File: src/hsse_pkg.sv
// Shared types and constants of the half-symbol SNR estimator.
package hsse_pkg;

    localparam int MAX_HALF_LEN = 512;
    localparam int SAMPLE_WIDTH = 16;
    localparam int LEN_WIDTH = 10;
    localparam int POS_WIDTH = $clog2(2 * MAX_HALF_LEN);
    localparam int ADDR_WIDTH = $clog2(MAX_HALF_LEN);
    localparam int PROD_WIDTH = 2 * SAMPLE_WIDTH;
    localparam int ACC_WIDTH = 48;
    localparam int OUT_WIDTH = 32;
    localparam int FRAC_BITS = 12;
    localparam int QUEUE_DEPTH = 2;
    localparam int QCNT_WIDTH = $clog2(QUEUE_DEPTH + 1);

    localparam logic [LEN_WIDTH-1:0] HALF_LENGTH_RESET = LEN_WIDTH'(32);
    localparam logic [OUT_WIDTH-1:0] OUT_MIN = OUT_WIDTH'(410);
    localparam logic [OUT_WIDTH-1:0] OUT_MAX = OUT_WIDTH'(32'd4096000000);
    localparam logic [OUT_WIDTH-1:0] OUT_LIMITED = OUT_WIDTH'(204795904);
    localparam logic [15:0] LIM_NUM = 16'd50000;
    localparam logic [15:0] LIM_DEN = 16'd49999;

    typedef struct packed {
        logic [ACC_WIDTH-1:0] corr_re;
        logic [ACC_WIDTH-1:0] corr_im;
        logic [ACC_WIDTH-1:0] power;
    } acc_t;

endpackage

File: src/hsse_queue.sv
// Short queue of per-symbol accumulator sets between the front and back parts.
module hsse_queue import hsse_pkg::*; (
    input  logic                  clk,
    input  logic                  rst_n,
    input  logic                  push,
    input  acc_t                  push_data,
    input  logic                  pop,
    output logic                  pop_valid,
    output acc_t                  pop_data,
    output logic [QCNT_WIDTH-1:0] count
);

    localparam int QADDR_WIDTH = (QUEUE_DEPTH > 1) ? $clog2(QUEUE_DEPTH) : 1;

    acc_t                   entry_reg [QUEUE_DEPTH];
    logic [QADDR_WIDTH-1:0] wr_ptr_reg;
    logic [QADDR_WIDTH-1:0] rd_ptr_reg;
    logic [QCNT_WIDTH-1:0]  count_reg;

    assign pop_valid = count_reg != '0;
    assign pop_data  = entry_reg[rd_ptr_reg];
    assign count     = count_reg;

    always_ff @(posedge clk)
    begin
        if (push)
        begin
            entry_reg[wr_ptr_reg] <= push_data;
        end
    end

    always_ff @(posedge clk or negedge rst_n)
    begin
        if (!rst_n)
        begin
            wr_ptr_reg <= '0;
            rd_ptr_reg <= '0;
            count_reg  <= '0;
        end
        else
        begin
            if (push)
            begin
                if (32'(wr_ptr_reg) == QUEUE_DEPTH - 1)
                begin
                    wr_ptr_reg <= '0;
                end
                else
                begin
                    wr_ptr_reg <= wr_ptr_reg + QADDR_WIDTH'(1);
                end
            end
            if (pop)
            begin
                if (32'(rd_ptr_reg) == QUEUE_DEPTH - 1)
                begin
                    rd_ptr_reg <= '0;
                end
                else
                begin
                    rd_ptr_reg <= rd_ptr_reg + QADDR_WIDTH'(1);
                end
            end
            if (push && !pop)
            begin
                count_reg <= count_reg + QCNT_WIDTH'(1);
            end
            else if (pop && !push)
            begin
                count_reg <= count_reg - QCNT_WIDTH'(1);
            end
        end
    end

`ifndef SYNTH
    a_no_overflow: assert property (@(posedge clk) disable iff (!rst_n)
        !(push && 32'(count_reg) == QUEUE_DEPTH))
        else $error("Queue written while full.");
    a_no_underflow: assert property (@(posedge clk) disable iff (!rst_n)
        !(pop && count_reg == '0))
        else $error("Queue read while empty.");
`endif

endmodule

File: config.mk
export PLATFORM = sky130hd
export DESIGN_NAME = hsse_queue
export DESIGN_NICKNAME = d
export VERILOG_FILES = /design/src/hsse_pkg.sv /design/src/hsse_queue.sv
export SDC_FILE = /design/constraint.sdc
export NUM_CORES = 1
export LEC_CHECK = 0
export BUFFER_PORTS_ARGS = -buffer_cell sky130_fd_sc_hd__buf_4
export CAP_MARGIN = 20
export CORE_MARGIN = 3
export CORE_UTILIZATION = 52
export CTS_CLUSTER_SIZE = 40
export DETAILED_ROUTE_END_ITERATION = 12
export PLACE_DENSITY_LB_ADDON = 0.1
export RECOVER_POWER = 25
export SETUP_SLACK_MARGIN = 0.05
export SLEW_MARGIN = 15
export SYNTH_ARGS = -nofsm -noshare
export SYNTH_HDL_FRONTEND = slang
export SYNTH_SLANG_ARGS = --single-unit
export TNS_END_PERCENT = 50
File: constraint.sdc
create_clock -name clk -period 8.62 [get_ports clk]
set_clock_uncertainty 0.05 [all_clocks]
set_input_delay 1.293 -clock clk [delete_from_list [all_inputs] [get_ports clk]]
set_output_delay 1.293 -clock clk [all_outputs]
set_load 0.01 [all_outputs]
[After elaboration in Yosys (flattened, before gate mapping)]
Memory sizes are Yosys's and may differ from the RTL's.
Index checks and enable logic that the tools add are counted.
Cells by class
  $add $sub $neg: 4
  multiplexer cells: 6
  reduce and logical (&&, ||, !) cells: 6
Operator list (number)
  two-way mux 1 bit: 4
  two-way mux 2 bit: 2
  nonzero test 2 bit: 2
  adder 1 bit (second input constant): 2
  adder 2 x 1 -> 2 bit (second input constant): 1
  logical AND 1 bit: 2
  zero test 1 bit: 2
  subtractor 2 x 1 -> 2 bit (second input constant): 1
Word-level totals
  flip-flop bits (word level): 4
  memory bits (writable): 288
  word-level logic and storage cells: 20
  memories kept: 1
Memories
  entry_reg: words 2, width 144, rd ports 1, clocked after Yosys merged registers in 0, write ports 1, line hsse_queue.sv:15  | acc_t entry_reg [QUEUE_DEPTH];

[Depth between registers and ports, before layout]
  depth after elaboration: 4
  depth in mapped cells: 5

[Least setup slack after synthesis]
No wires, ideal clock.
  path type: in2reg
  from: input port push
  to: memory entry_reg[0][0] (netlist bit) (enable)
  data arrival time: 7525 ps
  path slack: 379 ps
  stages: 1
  buffers on the path: 0
  path through: nor2b_1
Between the ends
  longest elaborated chain between the ends: 2
Ends and longest elaborated chain
  from (decl): line hsse_queue.sv:5  | input logic push,
  two-way mux 1 bit: line hsse_queue.sv:26  | if (push)
  two-way mux 1 bit (implied by the code): line hsse_queue.sv:28  | entry_reg[wr_ptr_reg] <= push_data;
  to (decl): line hsse_queue.sv:15
No other way between the ends.

==> summary.txt <==
Outcome
  – Outcome: finished, final reports clean

Clocking
  – Buffer count from post-CTS setup fixing: 0
  – TritonCTS Buffers: 29
  – CTS tree: done
  – Hold-fix buffers, CTS: 0
  – Total number of H-tree levels: 1
  – Clock Latency Late Sink: 0.51 ns
  – CTS Buffer Depth: 3
  – Root buffer cell: clkbuf_16
  – CTS clk-pin slew, worst paths: 0.06 ns
  – Post-cts sizing count: 0
  – Clock sink total: 292

Synthesis
  – Main area contributors after synthesis: edfxtp_1, mux2_2, mux2_4
  – Syn Inst Count: 463
  – Synthesized area per cell: 23.25 sq um
  – Synth warn: 0
  – Synthesized cell area: 10760 sq um
  – Synth top area share: 80.34%
  – Sequential share of the synthesized area: 81.27%
  – #FFs+latches synth: 292
  – Synthesized net count: 612
  – Largest area contributor in the netlist: edfxtp_1
  – Synth cell types: 14

Worst setup path
  – Crit path top cell by count: buf_4
  – Buf/Inv on CP: 3
  – R2R Setup Slk: 5.96 ns
  – Worst setup EP type: output port
  – CP max stage cell: buf_4
  – Critical Path Max Stage Delay: 0.91 ns
  – Critical Path AT: 3.09 ns
  – RR Startpoint: wr_ptr_reg
  – CP Max Fanout: 65
  – Top delay family on crit path: buffers and inverters
  – CP Cell Sequence: buf_16, buf_4, mux2_2, buf_4
  – Setup CP Type: reg2out
  – R2R cell count: 2
  – Crit path required time: 7.28 ns
  – Critical Path Source Type: register
  – FF-to-FF End: entry_reg[1][116]

Cells and area
  – Max reg flops: 288
  – Post-layout util: 70.76%
  – Finished Layout Cells: 1064
  – Final instance area: 14090 sq um
  – Nets@finish: 926
  – Area delta synth->final: 30.87%
  – Layout cells sized above 1: 58.95%
  – N_diodes: 0

Route
  – Drt first pass iters: 4
  – WL final: 21.48 mm
  – DRT iter0 DRCs: 230
  – Antenna Nets Post-Route: 0
  – Average wire per standard cell: 20.18 um
  – Drc violations: 0
  – DR vias/cell: 5.071
  – Vias: 5396

Timing
  – RSZ-0062 raised after global routing: false
  – Final hold vios: 0
  – Setup Viol. Count Final: 0
  – Max-slew violation count: 0
  – Period utilisation layout: 51.46%
  – Worst Tran Pin Value: 1.092 ns
  – Setup ws final: 4.184 ns
  – Relative slew margins: 27.18%
  – Setup_tns: 0 ns
  – Min Tclk post-route: 4.436 ns
  – Fmax: 0.2254 GHz

Placed design
  – Post-DP HPWL: 14.53 mm
  – Post-placement cell count: 1010
  – Placed Area: 13220 sq um
  – RePlAce Congestion: 0.7490
  – Port-buffer cells: 294
  – Place WS: 4.472 ns

Floorplanning
  – Rows: 51
  – Die X: 149.9 um
  – Die height: 149.9 um
  – Core area: 19910 sq um
  – Die area: 22460 sq um
  – Top Ports: 295
  – Initial Util: 54.07%

GRT
  – Initial antenna violation count: 0
  – Largest net degree at the start of global routing: 82
  – Vias in the first global route: 5772
  – Remaining Overflow, GRT: 0
  – GRT Total Usage: 18.36%
  – Global-route wire length before repair: 31.50 mm

Min path
  – Worst min-delay path class: reg2reg
  – WHS Path Cells: 1
  – Min-delay src: count[1]
  – WHS Endpoint: count[1]

Flow run
  – MaxCap Viol Count: 0

Pwr
  – Pleak: 5.391 nW
  – Pwr per Cell Area: 327.2 nW/um^2
  – Worst vdd ir: 0.0002244 V
-- worst max path at each step --
stage / slack, ns / to / depth (start not counted) / from
floorplan: 0.38 / entry_reg[0][0] / 1 / push
global placement: 4.52 / pop_data[26] / 3 / rd_ptr_reg
detailed placement: 4.47 / pop_data[30] / 3 / rd_ptr_reg
CTS: 3.90 / pop_data[30] / 3 / rd_ptr_reg
global route: 4.08 / pop_data[125] / 4 / rd_ptr_reg
finish: 4.18 / pop_data[61] / 4 / rd_ptr_reg
-- cells in the mapped netlist (all sizes together) --
| cell | instances |
|---|---|
| nor2 | 1 |
| or2 | 1 |
| ha | 1 |
| buf | 16 |
| dfrtp | 4 |
| xor2 | 4 |
| mux2 | 144 |
| inv | 1 |
| xnor2 | 1 |
| and2 | 1 |
| nor2b | 1 |
| edfxtp | 288 |
-- cells by family (layout without fill, tap and decap cells) --
logic type    after synthesis  after routing  share of synthesized area (%)
fa+ha+maj                   1              1                         0.1162
mux                       144            144                          16.81
xor+xnor                    5              5                         0.4068
simple gates                4              4                         0.2093
buf+inv                    17            353                          1.186
flops                     292            292                          81.27
-- report_power, final --
| part | switching, mW | internal (mW) | total (mW) |
|---|---|---|---|
| clock network | 0.477 | 0.687 | 1.16 |
| logic | 0.681 | 0.780 | 1.46 |
| registers | 0.0924 | 1.89 | 1.98 |
-- layer usage --
layer	global-route usage, %	wire [um]
met2	30.73	10620
met4	6.084	768
met3	6.511	2150
met1	22.39	7941
met5	0	0
-- area by class of cell --
cell class / instances / area, sq um
sequential: 292 / 8752
inverter: 1 / 3.754
timing repair buffer: 299 / 2212
fill: 1269 / 5822
clock inverter: 12 / 108.9
clock buffer: 41 / 780.7
tap: 265 / 331.6
multi-input combinational: 154 / 1898
-- cells in the final DEF (no fill, tap or decap), types with 2 or more instances in the layout --
cell / netlist / final
dfrtp_1: 4 / 3
clkinv_2: 0 / 5
bufinv_16: 0 / 2
edfxtp_1: 288 / 288
clkbuf_16: 0 / 29
clkbuf_1: 0 / 25
xor2_1: 4 / 4
mux2_2: 94 / 94
clkbuf_4: 0 / 82
clkinv_1: 0 / 4
buf_4: 0 / 202
mux2_4: 50 / 50
-- worst reg2reg max path, delay by kind of cell (launching register included) --
family	cells	cell delay, ns
simple gates	1	0.75
flops	1	0.42
buf+inv	1	0.97
-- stage by stage --
stage,power (mW),hold slack [ns]
5_1_grt,4.814,0.5135
3_3_place_gp,3.453,0.4490
4_1_cts,4.661,0.4719
6_report,4.609,0.4863
2_1_floorplan,2.885,0.4031
3_5_place_dp,3.490,0.4547
Note: power is estimated with default switching activity, not from simulation.
