## src/hsse_pkg.sv

```systemverilog
// Shared types and constants of the half-symbol SNR estimator.
package hsse_pkg;

    localparam int MAX_HALF_LEN = 512;
    localparam int SAMPLE_WIDTH = 16;
    localparam int LEN_WIDTH = 10;
    localparam int POS_WIDTH = $clog2(2 * MAX_HALF_LEN);
    localparam int ADDR_WIDTH = $clog2(MAX_HALF_LEN);
    localparam int PROD_WIDTH = 2 * SAMPLE_WIDTH;
    localparam int ACC_WIDTH = 48;
    localparam int OUT_WIDTH = 32;
    localparam int FRAC_BITS = 12;
    localparam int QUEUE_DEPTH = 2;
    localparam int QCNT_WIDTH = $clog2(QUEUE_DEPTH + 1);

    localparam logic [LEN_WIDTH-1:0] HALF_LENGTH_RESET = LEN_WIDTH'(32);
    localparam logic [OUT_WIDTH-1:0] OUT_MIN = OUT_WIDTH'(410);
    localparam logic [OUT_WIDTH-1:0] OUT_MAX = OUT_WIDTH'(32'd4096000000);
    localparam logic [OUT_WIDTH-1:0] OUT_LIMITED = OUT_WIDTH'(204795904);
    localparam logic [15:0] LIM_NUM = 16'd50000;
    localparam logic [15:0] LIM_DEN = 16'd49999;

    typedef struct packed {
        logic [ACC_WIDTH-1:0] corr_re;
        logic [ACC_WIDTH-1:0] corr_im;
        logic [ACC_WIDTH-1:0] power;
    } acc_t;

endpackage

```

## src/hsse_back.sv

```systemverilog
// Back part: magnitude, limit test, ratio division and the output register.
module hsse_back import hsse_pkg::*; (
    input  logic                 clk,
    input  logic                 rst_n,
    input  logic                 pop_valid,
    input  acc_t                 pop_data,
    output logic                 pop,
    input  logic                 out_stall,
    output logic                 out_valid,
    output logic [OUT_WIDTH-1:0] snr_estimate
);

    localparam int HALF = ACC_WIDTH / 2;
    localparam int SQ_WIDTH = 2 * ACC_WIDTH;
    localparam int ROOT_WIDTH = ACC_WIDTH;
    localparam int REM_WIDTH = ROOT_WIDTH + 2;
    localparam int T_WIDTH = ROOT_WIDTH + 1;
    localparam int LIM_WIDTH = T_WIDTH + 16;
    localparam int DVD_WIDTH = T_WIDTH + FRAC_BITS;
    localparam int STEP_WIDTH = $clog2(DVD_WIDTH + 1);

    typedef enum logic [7:0] {
        ST_IDLE   = 8'b0000_0001,
        ST_SQUARE = 8'b0000_0010,
        ST_ROOT   = 8'b0000_0100,
        ST_SCALE  = 8'b0000_1000,
        ST_DECIDE = 8'b0001_0000,
        ST_DIVIDE = 8'b0010_0000,
        ST_CLAMP  = 8'b0100_0000,
        ST_DONE   = 8'b1000_0000
    } state_t;

    state_t state_reg;
    logic [STEP_WIDTH-1:0] step_reg;
    logic [ACC_WIDTH-1:0]  ar_reg;
    logic [ACC_WIDTH-1:0]  ai_reg;
    logic [ACC_WIDTH-1:0]  r_reg;
    logic [SQ_WIDTH-1:0]   sq_reg;
    logic [REM_WIDTH-1:0]  rem_reg;
    logic [ROOT_WIDTH-1:0] root_reg;
    logic [LIM_WIDTH-1:0]  prod_t_reg;
    logic [LIM_WIDTH-1:0]  prod_r_reg;
    logic [DVD_WIDTH-1:0]  quo_reg;
    logic [ACC_WIDTH-1:0]  drem_reg;
    logic [ACC_WIDTH-1:0]  div_reg;
    logic [OUT_WIDTH-1:0]  res_reg;
    logic                  out_valid_reg;
    logic [OUT_WIDTH-1:0]  snr_reg;

    logic [ACC_WIDTH-1:0]  sq_op;
    logic [HALF-1:0]       sq_x;
    logic [HALF-1:0]       sq_y;
    logic [ACC_WIDTH-1:0]  sq_prod;
    logic [SQ_WIDTH-1:0]   sq_term;
    logic [REM_WIDTH+1:0]  rem_sh;
    logic [REM_WIDTH+1:0]  trial;
    logic [T_WIDTH-1:0]    t_val;
    logic [ACC_WIDTH:0]    dr_sh;
    logic                  dr_ge;
    logic                  load_out;

    function automatic logic [ACC_WIDTH-1:0] abs_acc(input logic [ACC_WIDTH-1:0] v);
        if (v[ACC_WIDTH-1])
        begin
            return (~v) + ACC_WIDTH'(1);
        end
        return v;
    endfunction

    assign sq_op   = step_reg[2] ? ai_reg : ar_reg;
    assign sq_x    = step_reg[1] ? sq_op[ACC_WIDTH-1:HALF] : sq_op[HALF-1:0];
    assign sq_y    = step_reg[0] ? sq_op[ACC_WIDTH-1:HALF] : sq_op[HALF-1:0];
    assign sq_prod = sq_x * sq_y;

    always_comb
    begin
        case (step_reg[1:0])
            2'b00:   sq_term = SQ_WIDTH'(sq_prod);
            2'b11:   sq_term = SQ_WIDTH'(sq_prod) << (2 * HALF);
            default: sq_term = SQ_WIDTH'(sq_prod) << HALF;
        endcase
    end

    assign rem_sh = {rem_reg, sq_reg[SQ_WIDTH-1:SQ_WIDTH-2]};
    assign trial  = {2'b00, root_reg, 2'b01};
    assign t_val  = {root_reg, 1'b0};
    assign dr_sh  = {drem_reg, quo_reg[DVD_WIDTH-1]};
    assign dr_ge  = dr_sh >= {1'b0, div_reg};

    assign pop      = (state_reg == ST_IDLE) && pop_valid;
    assign load_out = (state_reg == ST_DONE) && (!out_valid_reg || !out_stall);

    always_ff @(posedge clk or negedge rst_n)
    begin
        if (!rst_n)
        begin
            state_reg <= ST_IDLE;
            step_reg  <= '0;
        end
        else
        begin
            case (state_reg)
                ST_IDLE:
                begin
                    if (pop_valid)
                    begin
                        step_reg  <= '0;
                        state_reg <= ST_SQUARE;
                    end
                end
                ST_SQUARE:
                begin
                    if (step_reg == STEP_WIDTH'(7))
                    begin
                        step_reg  <= '0;
                        state_reg <= ST_ROOT;
                    end
                    else
                    begin
                        step_reg <= step_reg + STEP_WIDTH'(1);
                    end
                end
                ST_ROOT:
                begin
                    if (step_reg == STEP_WIDTH'(ROOT_WIDTH - 1))
                    begin
                        state_reg <= ST_SCALE;
                    end
                    else
                    begin
                        step_reg <= step_reg + STEP_WIDTH'(1);
                    end
                end
                ST_SCALE:
                begin
                    state_reg <= ST_DECIDE;
                end
                ST_DECIDE:
                begin
                    step_reg <= '0;
                    if (r_reg == '0 || T_WIDTH'(r_reg) <= t_val || prod_t_reg > prod_r_reg)
                    begin
                        state_reg <= ST_DONE;
                    end
                    else
                    begin
                        state_reg <= ST_DIVIDE;
                    end
                end
                ST_DIVIDE:
                begin
                    if (step_reg == STEP_WIDTH'(DVD_WIDTH - 1))
                    begin
                        state_reg <= ST_CLAMP;
                    end
                    else
                    begin
                        step_reg <= step_reg + STEP_WIDTH'(1);
                    end
                end
                ST_CLAMP:
                begin
                    state_reg <= ST_DONE;
                end
                ST_DONE:
                begin
                    if (load_out)
                    begin
                        state_reg <= ST_IDLE;
                    end
                end
                default:
                begin
                    state_reg <= ST_IDLE;
                end
            endcase
        end
    end

    always_ff @(posedge clk)
    begin
        case (state_reg)
            ST_IDLE:
            begin
                ar_reg <= abs_acc(pop_data.corr_re);
                ai_reg <= abs_acc(pop_data.corr_im);
                r_reg  <= pop_data.power;
                sq_reg <= '0;
            end
            ST_SQUARE:
            begin
                sq_reg   <= sq_reg + sq_term;
                rem_reg  <= '0;
                root_reg <= '0;
            end
            ST_ROOT:
            begin
                sq_reg <= sq_reg << 2;
                if (rem_sh >= trial)
                begin
                    rem_reg  <= REM_WIDTH'(rem_sh - trial);
                    root_reg <= {root_reg[ROOT_WIDTH-2:0], 1'b1};
                end
                else
                begin
                    rem_reg  <= REM_WIDTH'(rem_sh);
                    root_reg <= {root_reg[ROOT_WIDTH-2:0], 1'b0};
                end
            end
            ST_SCALE:
            begin
                prod_t_reg <= LIM_WIDTH'(t_val) * LIM_WIDTH'(LIM_NUM);
                prod_r_reg <= LIM_WIDTH'(r_reg) * LIM_WIDTH'(LIM_DEN);
            end
            ST_DECIDE:
            begin
                quo_reg  <= DVD_WIDTH'(t_val) << FRAC_BITS;
                drem_reg <= '0;
                div_reg  <= ACC_WIDTH'(T_WIDTH'(r_reg) - t_val);
                if (r_reg == '0)
                begin
                    res_reg <= OUT_MIN;
                end
                else
                begin
                    res_reg <= OUT_LIMITED;
                end
            end
            ST_DIVIDE:
            begin
                if (dr_ge)
                begin
                    drem_reg <= ACC_WIDTH'(dr_sh - {1'b0, div_reg});
                end
                else
                begin
                    drem_reg <= ACC_WIDTH'(dr_sh);
                end
                quo_reg <= {quo_reg[DVD_WIDTH-2:0], dr_ge};
            end
            ST_CLAMP:
            begin
                if (quo_reg > DVD_WIDTH'(OUT_MAX))
                begin
                    res_reg <= OUT_MAX;
                end
                else if (quo_reg < DVD_WIDTH'(OUT_MIN))
                begin
                    res_reg <= OUT_MIN;
                end
                else
                begin
                    res_reg <= quo_reg[OUT_WIDTH-1:0];
                end
            end
            default:
            begin
            end
        endcase
    end

    always_ff @(posedge clk or negedge rst_n)
    begin
        if (!rst_n)
        begin
            out_valid_reg <= 1'b0;
        end
        else if (load_out)
        begin
            out_valid_reg <= 1'b1;
        end
        else if (!out_stall)
        begin
            out_valid_reg <= 1'b0;
        end
    end

    always_ff @(posedge clk)
    begin
        if (load_out)
        begin
            snr_reg <= res_reg;
        end
    end

    assign out_valid    = out_valid_reg;
    assign snr_estimate = snr_reg;

endmodule

```

## config.mk

```make
export PLATFORM = sky130hd
export DESIGN_NAME = hsse_back
export DESIGN_NICKNAME = d
export VERILOG_FILES = /design/src/hsse_pkg.sv /design/src/hsse_back.sv
export SDC_FILE = /design/constraint.sdc
export NUM_CORES = 2
export LEC_CHECK = 0
export ABC_AREA = 1
export BUFFER_PORTS_ARGS = -buffer_cell sky130_fd_sc_hd__buf_2
export CORE_ASPECT_RATIO = 1.2
export CORE_MARGIN = 1.5
export CORE_UTILIZATION = 40
export CTS_CLUSTER_DIAMETER = 100
export DETAILED_ROUTE_END_ITERATION = 10
export HOLD_SLACK_MARGIN = 0.06
export PLACE_DENSITY = 0.58
export SKIP_LAST_GASP = 1
export SLEW_MARGIN = 20
export SYNTH_ARGS = -nofsm -noshare
export SYNTH_HDL_FRONTEND = slang
export SYNTH_SLANG_ARGS = --single-unit
```

## constraint.sdc

```tcl
create_clock -name clk -period 15.05 [get_ports clk]
set_input_delay 2.2575 -clock clk [delete_from_list [all_inputs] [get_ports clk]]
set_output_delay 2.2575 -clock clk [all_outputs]
set_load 0.005 [all_outputs]
```

Word-level counts from Yosys, hierarchy flattened
Cells that the tools add are included.
{"block": "totals", "reg_bits": 698, "in_bits": 148, "out_inout_bits": 34, "elab_cells": 108}
{"block": "classes", "add_sub_neg": 7, "mul": 3, "n_lt_le_gt_ge": 6, "eq_ne": 20, "mux": 38, "bitwise_logic": 2, "reduce_logical": 16}
{"op": "$mux 48", "count": 6}
{"op": "$pmux 96 s3", "count": 1}
{"op": "$pmux 48 s2", "count": 2}
{"op": "$pmux 96 s2", "count": 1}
{"op": "$pmux 61 s2", "count": 1}
{"op": "$pmux 50 s2", "count": 1}
{"op": "$add 48x1->48 const B", "count": 2}
{"op": "$add 96x96->96", "count": 1}
{"op": "$not 48->48", "count": 2}
{"op": "$sub 48x48->48", "count": 2}
{"op": "$gt 65x64->1", "count": 1}
{"op": "$mul 48x16->64 const B", "count": 1}
{"op": "$mux 32", "count": 2}
{"op": "$pmux 32 s2", "count": 1}
{"op": "$pmux 8 s8", "count": 1}
{"op": "$gt 61x32->1 const B", "count": 1}
{"op": "$lt 61x9->1 const B", "count": 1}
{"op": "$mul 48x12->60 const B", "count": 1}
{"op": "$ge 52x50->1", "count": 1}
{"op": "$mux 50", "count": 1}
{"op": "$sub 50x50->50", "count": 1}
{"op": "$ge 49x48->1", "count": 1}
{"op": "$le 48x49->1", "count": 1}
{"op": "$logic_not 48->1", "count": 1}
{"op": "other kinds (30)", "count": 58}

Depth between registers and ports, before layout
{"block": "depth", "word_depth": 6, "depth_mapped": 54, "ltp_nobuf": 50}

Worst setup path before layout
OpenSTA, ideal clock, no wires.
{"block": "synth_timing", "kind": "register to register", "start": "register state_reg[7]", "end": "register state_reg[0]", "setup_time_ns": 0.448, "t_arrival_ns": 13.320, "t_required_ns": 14.602, "path_slack_ns": 1.283, "path_stages_with_launch": 5, "path_buffers": 0, "period_less_slack_ns": 13.767, "path_cell_list": "dfrtp_1 > nor2_1 > nand2_2 > nor4_1 > o41ai_1"}
{"block": "synth_between", "elab_chain_cells": 4, "elab_cells_between_ends": 16, "cone_classes": "13 x eq/ne; 1 x mux; 2 x reduce/logical"}
{"item": "start, declared", "line_no": "hsse_back.sv:33", "text": "state_t state_reg;"}
{"item": "start signal, assigned", "line_no": "hsse_back.sv:97", "text": "state_reg <= ST_IDLE;"}
{"item": "start signal, assigned", "line_no": "hsse_back.sv:108", "text": "state_reg <= ST_SQUARE;"}
{"item": "start signal, assigned", "line_no": "hsse_back.sv:116", "text": "state_reg <= ST_ROOT;"}
{"item": "$eq 8x8->1", "line_no": "hsse_back.sv:91, hsse_back.sv:102"}
{"item": "$logic_and 1x1->1", "line_no": "hsse_back.sv:91", "text": "assign load_out = (state_reg == ST_DONE) && (!out_valid_reg || !out_stall);"}
{"item": "$ne 2x2->1 (no line)"}
{"item": "$reduce_and 5->1 (no line)"}
Several ways; a longest one is shown, not always the timed one.
A chain may end at the register's enable or synchronous reset.

Worst setup path in the final report
{"block": "layout_timing", "start": "register step_reg[2]", "end": "register sq_reg[76] (data pin)"}
{"block": "layout_between", "elab_chain_cells": 6, "elab_cells_between_ends": 7, "cone_classes": "1 x add/sub; 1 x mul; 5 x mux"}
{"item": "start, declared", "line_no": "hsse_back.sv:34", "text": "logic [STEP_WIDTH-1:0] step_reg;"}
{"item": "start signal, assigned", "line_no": "hsse_back.sv:120", "text": "step_reg <= step_reg + STEP_WIDTH'(1);"}
{"item": "start signal, assigned", "line_no": "hsse_back.sv:131", "text": "step_reg <= step_reg + STEP_WIDTH'(1);"}
{"item": "start signal, assigned", "line_no": "hsse_back.sv:158", "text": "step_reg <= step_reg + STEP_WIDTH'(1);"}
{"item": "$mux 48 *", "line_no": "hsse_back.sv:70", "text": "assign sq_op = step_reg[2] ? ai_reg : ar_reg;"}
{"item": "$mux 24 (on tied branches)", "line_no": "hsse_back.sv:71, hsse_back.sv:72"}
{"item": "$mul 24x24->48 *", "line_no": "hsse_back.sv:73", "text": "assign sq_prod = sq_x * sq_y;"}
{"item": "$pmux 96 s2 *", "line_no": "hsse_back.sv:77", "text": "case (step_reg[1:0])"}
{"item": "$add 96x96->96 *", "line_no": "hsse_back.sv:192", "text": "sq_reg <= sq_reg + sq_term;"}
{"item": "$pmux 96 s3 *", "line_no": "hsse_back.sv:182", "text": "case (state_reg)"}
{"item": "end signal, assigned", "line_no": "hsse_back.sv:192"}
{"item": "end signal, assigned", "line_no": "hsse_back.sv:198", "text": "sq_reg <= sq_reg << 2;"}
{"item": "end, declared", "line_no": "hsse_back.sv:38", "text": "logic [SQ_WIDTH-1:0] sq_reg;"}
Every way passes the cells marked *; elsewhere a longest branch is shown, timed or not.

==> results.py <==
metrics = {
    "timing": {
        "setup_viol_count_final": 0,
        "worst_pin_slew_ps": 1150,
        "max_slew_margin_pct": 23.1,
        "finalHoldViolCount": 0,
        "drv_slew": 0,
        "tns_ps": 0,
        "fin_crit_sh_pct": 81.6,
        "whs_ps": 416,
        "fin_skew_ps": 88.8,
        "fmax_mhz": 81.5,
        "rsz0062_at_grt": "false",
        "final.min_clock_period_ps": 12270,
    },
    "synth": {
        "syn_area_um2": 93200,
        "synth_warnings": 0,
        "synth.net_count": 13800,
        "syn_area_per_cell_um2": 7.94,
        "ys_seq_area_share_pct": 22.4,
        "async_reset_ff_share_pct": 2.15,
        "netlist_instances": 11700,
        "synth-edff-count": 683,
        "yosys.cell_types.count": 65,
        "ys_ff_latch": 698,
        "ys.flop_type": "edfxtp_1",
    },
    "floorplan": {
        "dieHeight_um": 532,
        "ios": 182,
        "die_area_um2": 236000,
        "core_region_area_um2": 231000,
        "initial_core_util_pct": 40.3,
        "die_x_um": 444,
        "rows": 193,
    },
    "final_layout": {
        "fin_util_pct": 43.7,
        "multi_input_area_um2": 62300,
        "seqCellArea_um2": 20900,
        "area_growth_pct": 8.26,
        "fillers": 23500,
        "nets": 14000,
        "largest_register_ffs": 96,
        "drive_gt1_share_pct": 4.44,
    },
    "clock_tree": {
        "cts_tree": "built",
        "cts-resized-gates": 0,
        "htree_levels": 3,
        "hold_buffers": 0,
        "root_buffer": "clkbuf_16",
        "postCtsSetupRepairBufs": 0,
        "cts-buffers-inserted": 88,
        "clk_pin_slew_worst_paths_ps": 60,
        "cts.path.max_buffers": 3,
        "worstSkewPairLatency_ps": 810,
        "clock-sinks": 698,
    },
    "setup_path": {
        "reg2reg_from": "step_reg[2]",
        "crit_path_start_kind": "flop",
        "path_common_cell": "nand2_1",
        "endpoint_kind": "flop",
        "cpPeakStageDelay_ps": 800,
        "cp_slowest_cell": "dfrtp_2",
        "criticalPathCategory": "reg -> reg",
        "worst_ep_required_time_ps": 15560,
        "cp_max_fo": 25,
        "worstPathArrival_ps": 12790,
        "r2r_cells": 38,
        "startpoint": "step_reg[2]",
        "r2r_slack_ps": 2780,
        "reg2reg_to": "sq_reg[76]",
    },
    "route": {
        "wl_per_cell_um": 25.1,
        "ant_nets": 0,
        "vias": 81300,
        "route.detailed.drc": 0,
        "drtIter0Drc": 6796,
        "drtPass1Iterations": 6,
        "finalWirelength_mm": 377,
        "viasPerCell": 5.41,
    },
    "global_route": {
        "grt_usage_pct": 31.8,
        "grt_overflow": 0,
        "grt_pass1_wl_mm": 552,
        "antenna_found_initial": 11,
        "grt_pass1_vias": 84200,
        "grt_max_degree": 86,
    },
    "run": {
        "cap_violations": 0,
    },
    "min_path": {
        "min-delay-start": "res_reg[6]",
        "min_path_cells": 0,
        "min_to": "snr_estimate[6]",
        "min_path_type": "reg -> reg",
    },
    "placement": {
        "io_buffers": 181,
        "dp_hpwl_mm": 319,
        "gp_congestion": 1.03,
    },
    "run_status": {
        "run_status": "completed",
    },
}
[cells in the final DEF (no fill, tap or decap), types with 13 or more instances in the layout]
cell type  synthesis  routed
inv_1           2447    2443
nand2_1         2140    2138
nor2_1          1524    1524
ha_1             993     993
fa_1             962     962
edfxtp_1         683     683
a21oi_1          619     618
o21ai_0          605     589
nand3_1          350     349
xor2_1           239     239
buf_2             51     181
xnor2_1          123     123
nor3_1           114     114
nand4_1           97      97
clkbuf_16          0      88
buf_4              7      88
a31oi_1           77      77
o21ai_1           59      70
o21bai_1          70      70
a21o_1            64      64
nor4_1            57      55
o22ai_1           32      32
or2_2             27      27
o21a_1            26      26
clkinv_1          12      24
mux2_2            24      24
mux2i_1           24      24
o211ai_1          22      22
a21boi_0          18      18
o21ai_2           12      17
nand3b_1          17      17
and3_1            13      13
o31ai_1           13      13
clkbuf_1         110      13
dfrtp_1           14      13
[synth_stat cells, drive strengths merged (21+ instances only)]
cell type	count	area share [%]
nor2	1531	6.2
nand4	98	0.66
mux2	24	0.29
inv	2456	9.9
o211ai	22	0.18
nand3	351	1.9
o21ai	678	3.7
clkbuf	110	0.44
a21boi	21	0.17
buf	78	0.48
nand2	2146	8.7
or2	28	0.19
o22ai	32	0.21
edfxtp	683	22
o21bai	71	0.58
nor3	116	0.63
nor4	59	0.43
ha	993	13
xor2	239	2.2
a21o	64	0.52
mux2i	24	0.26
a31oi	77	0.52
xnor2	123	1.2
fa	962	21
a21oi	627	3.4
o21a	26	0.21
[layer usage]
layer | up-vias | wire [µm] | GRT usage [%]
li1 | 37600 | - | -
met1 | 39800 | 148000 | 38.6
met2 | 2997 | 181000 | 53.9
met3 | 867 | 20800 | 3.76
met4 | 6 | 26600 | 19.1
met5 | - | 46 | 0
[stage by stage]
step / instance area [µm²] / cells / worst slack [ps]
after floorplan: 93200 / 11700 / 1280
after detailed placement: 97800 / 14800 / 3140
after global placement: 97800 / 14800 / 3040
after global routing: 101000 / 15000 / 2380
after CTS: 101000 / 15000 / 3110
final: 101000 / 15000 / 2780
[cell families after synthesis]
group / after synthesis / share of synthesized area (%)
AND/OR/NAND/NOR: 4372 / 19.0
AO/OA/AOI/OAI: 1654 / 9.83
adder cells (fa/ha/maj): 1955 / 34.0
flip-flops: 698 / 22.4
buffers and inverters: 2656 / 10.9
multiplexers: 48 / 0.548
XOR/XNOR: 362 / 3.40
[critical path: cells and delay by family, from the launching register on]
family / cells / cell delay, ps
compound gates: 7 / 1540
xor+xnor: 1 / 720
fa+ha+maj: 9 / 4490
buf+inv: 7 / 1540
flops: 1 / 800
mux: 1 / 440
simple gates: 13 / 2420
[worst max path at each step]
stage	endpoint	slack [ps]	cells after the start
2_1_floorplan	state_reg[0]	1280	4
5_1_grt	sq_reg[76]	2380	40
4_1_cts	sq_reg[94]	3110	40
3_3_place_gp	sq_reg[94]	3040	42
3_5_place_dp	sq_reg[94]	3140	40
6_report	sq_reg[76]	2780	38
[layout make-up]
class | count | share of cell area (%)
Antenna cell | 6 | 0.0149
Clock buffer | 101 | 2.23
Clock inverter | 65 | 0.826
Inverter | 2468 | 9.19
Multi-Input combinational cell | 8391 | 61.7
Sequential cell | 698 | 20.7
Tap cell | 3022 | 3.75
Timing Repair Buffer | 271 | 1.59
Power is not shown: default switching activity piles up to over one toggle a cycle in this logic, so the estimate is an artifact.
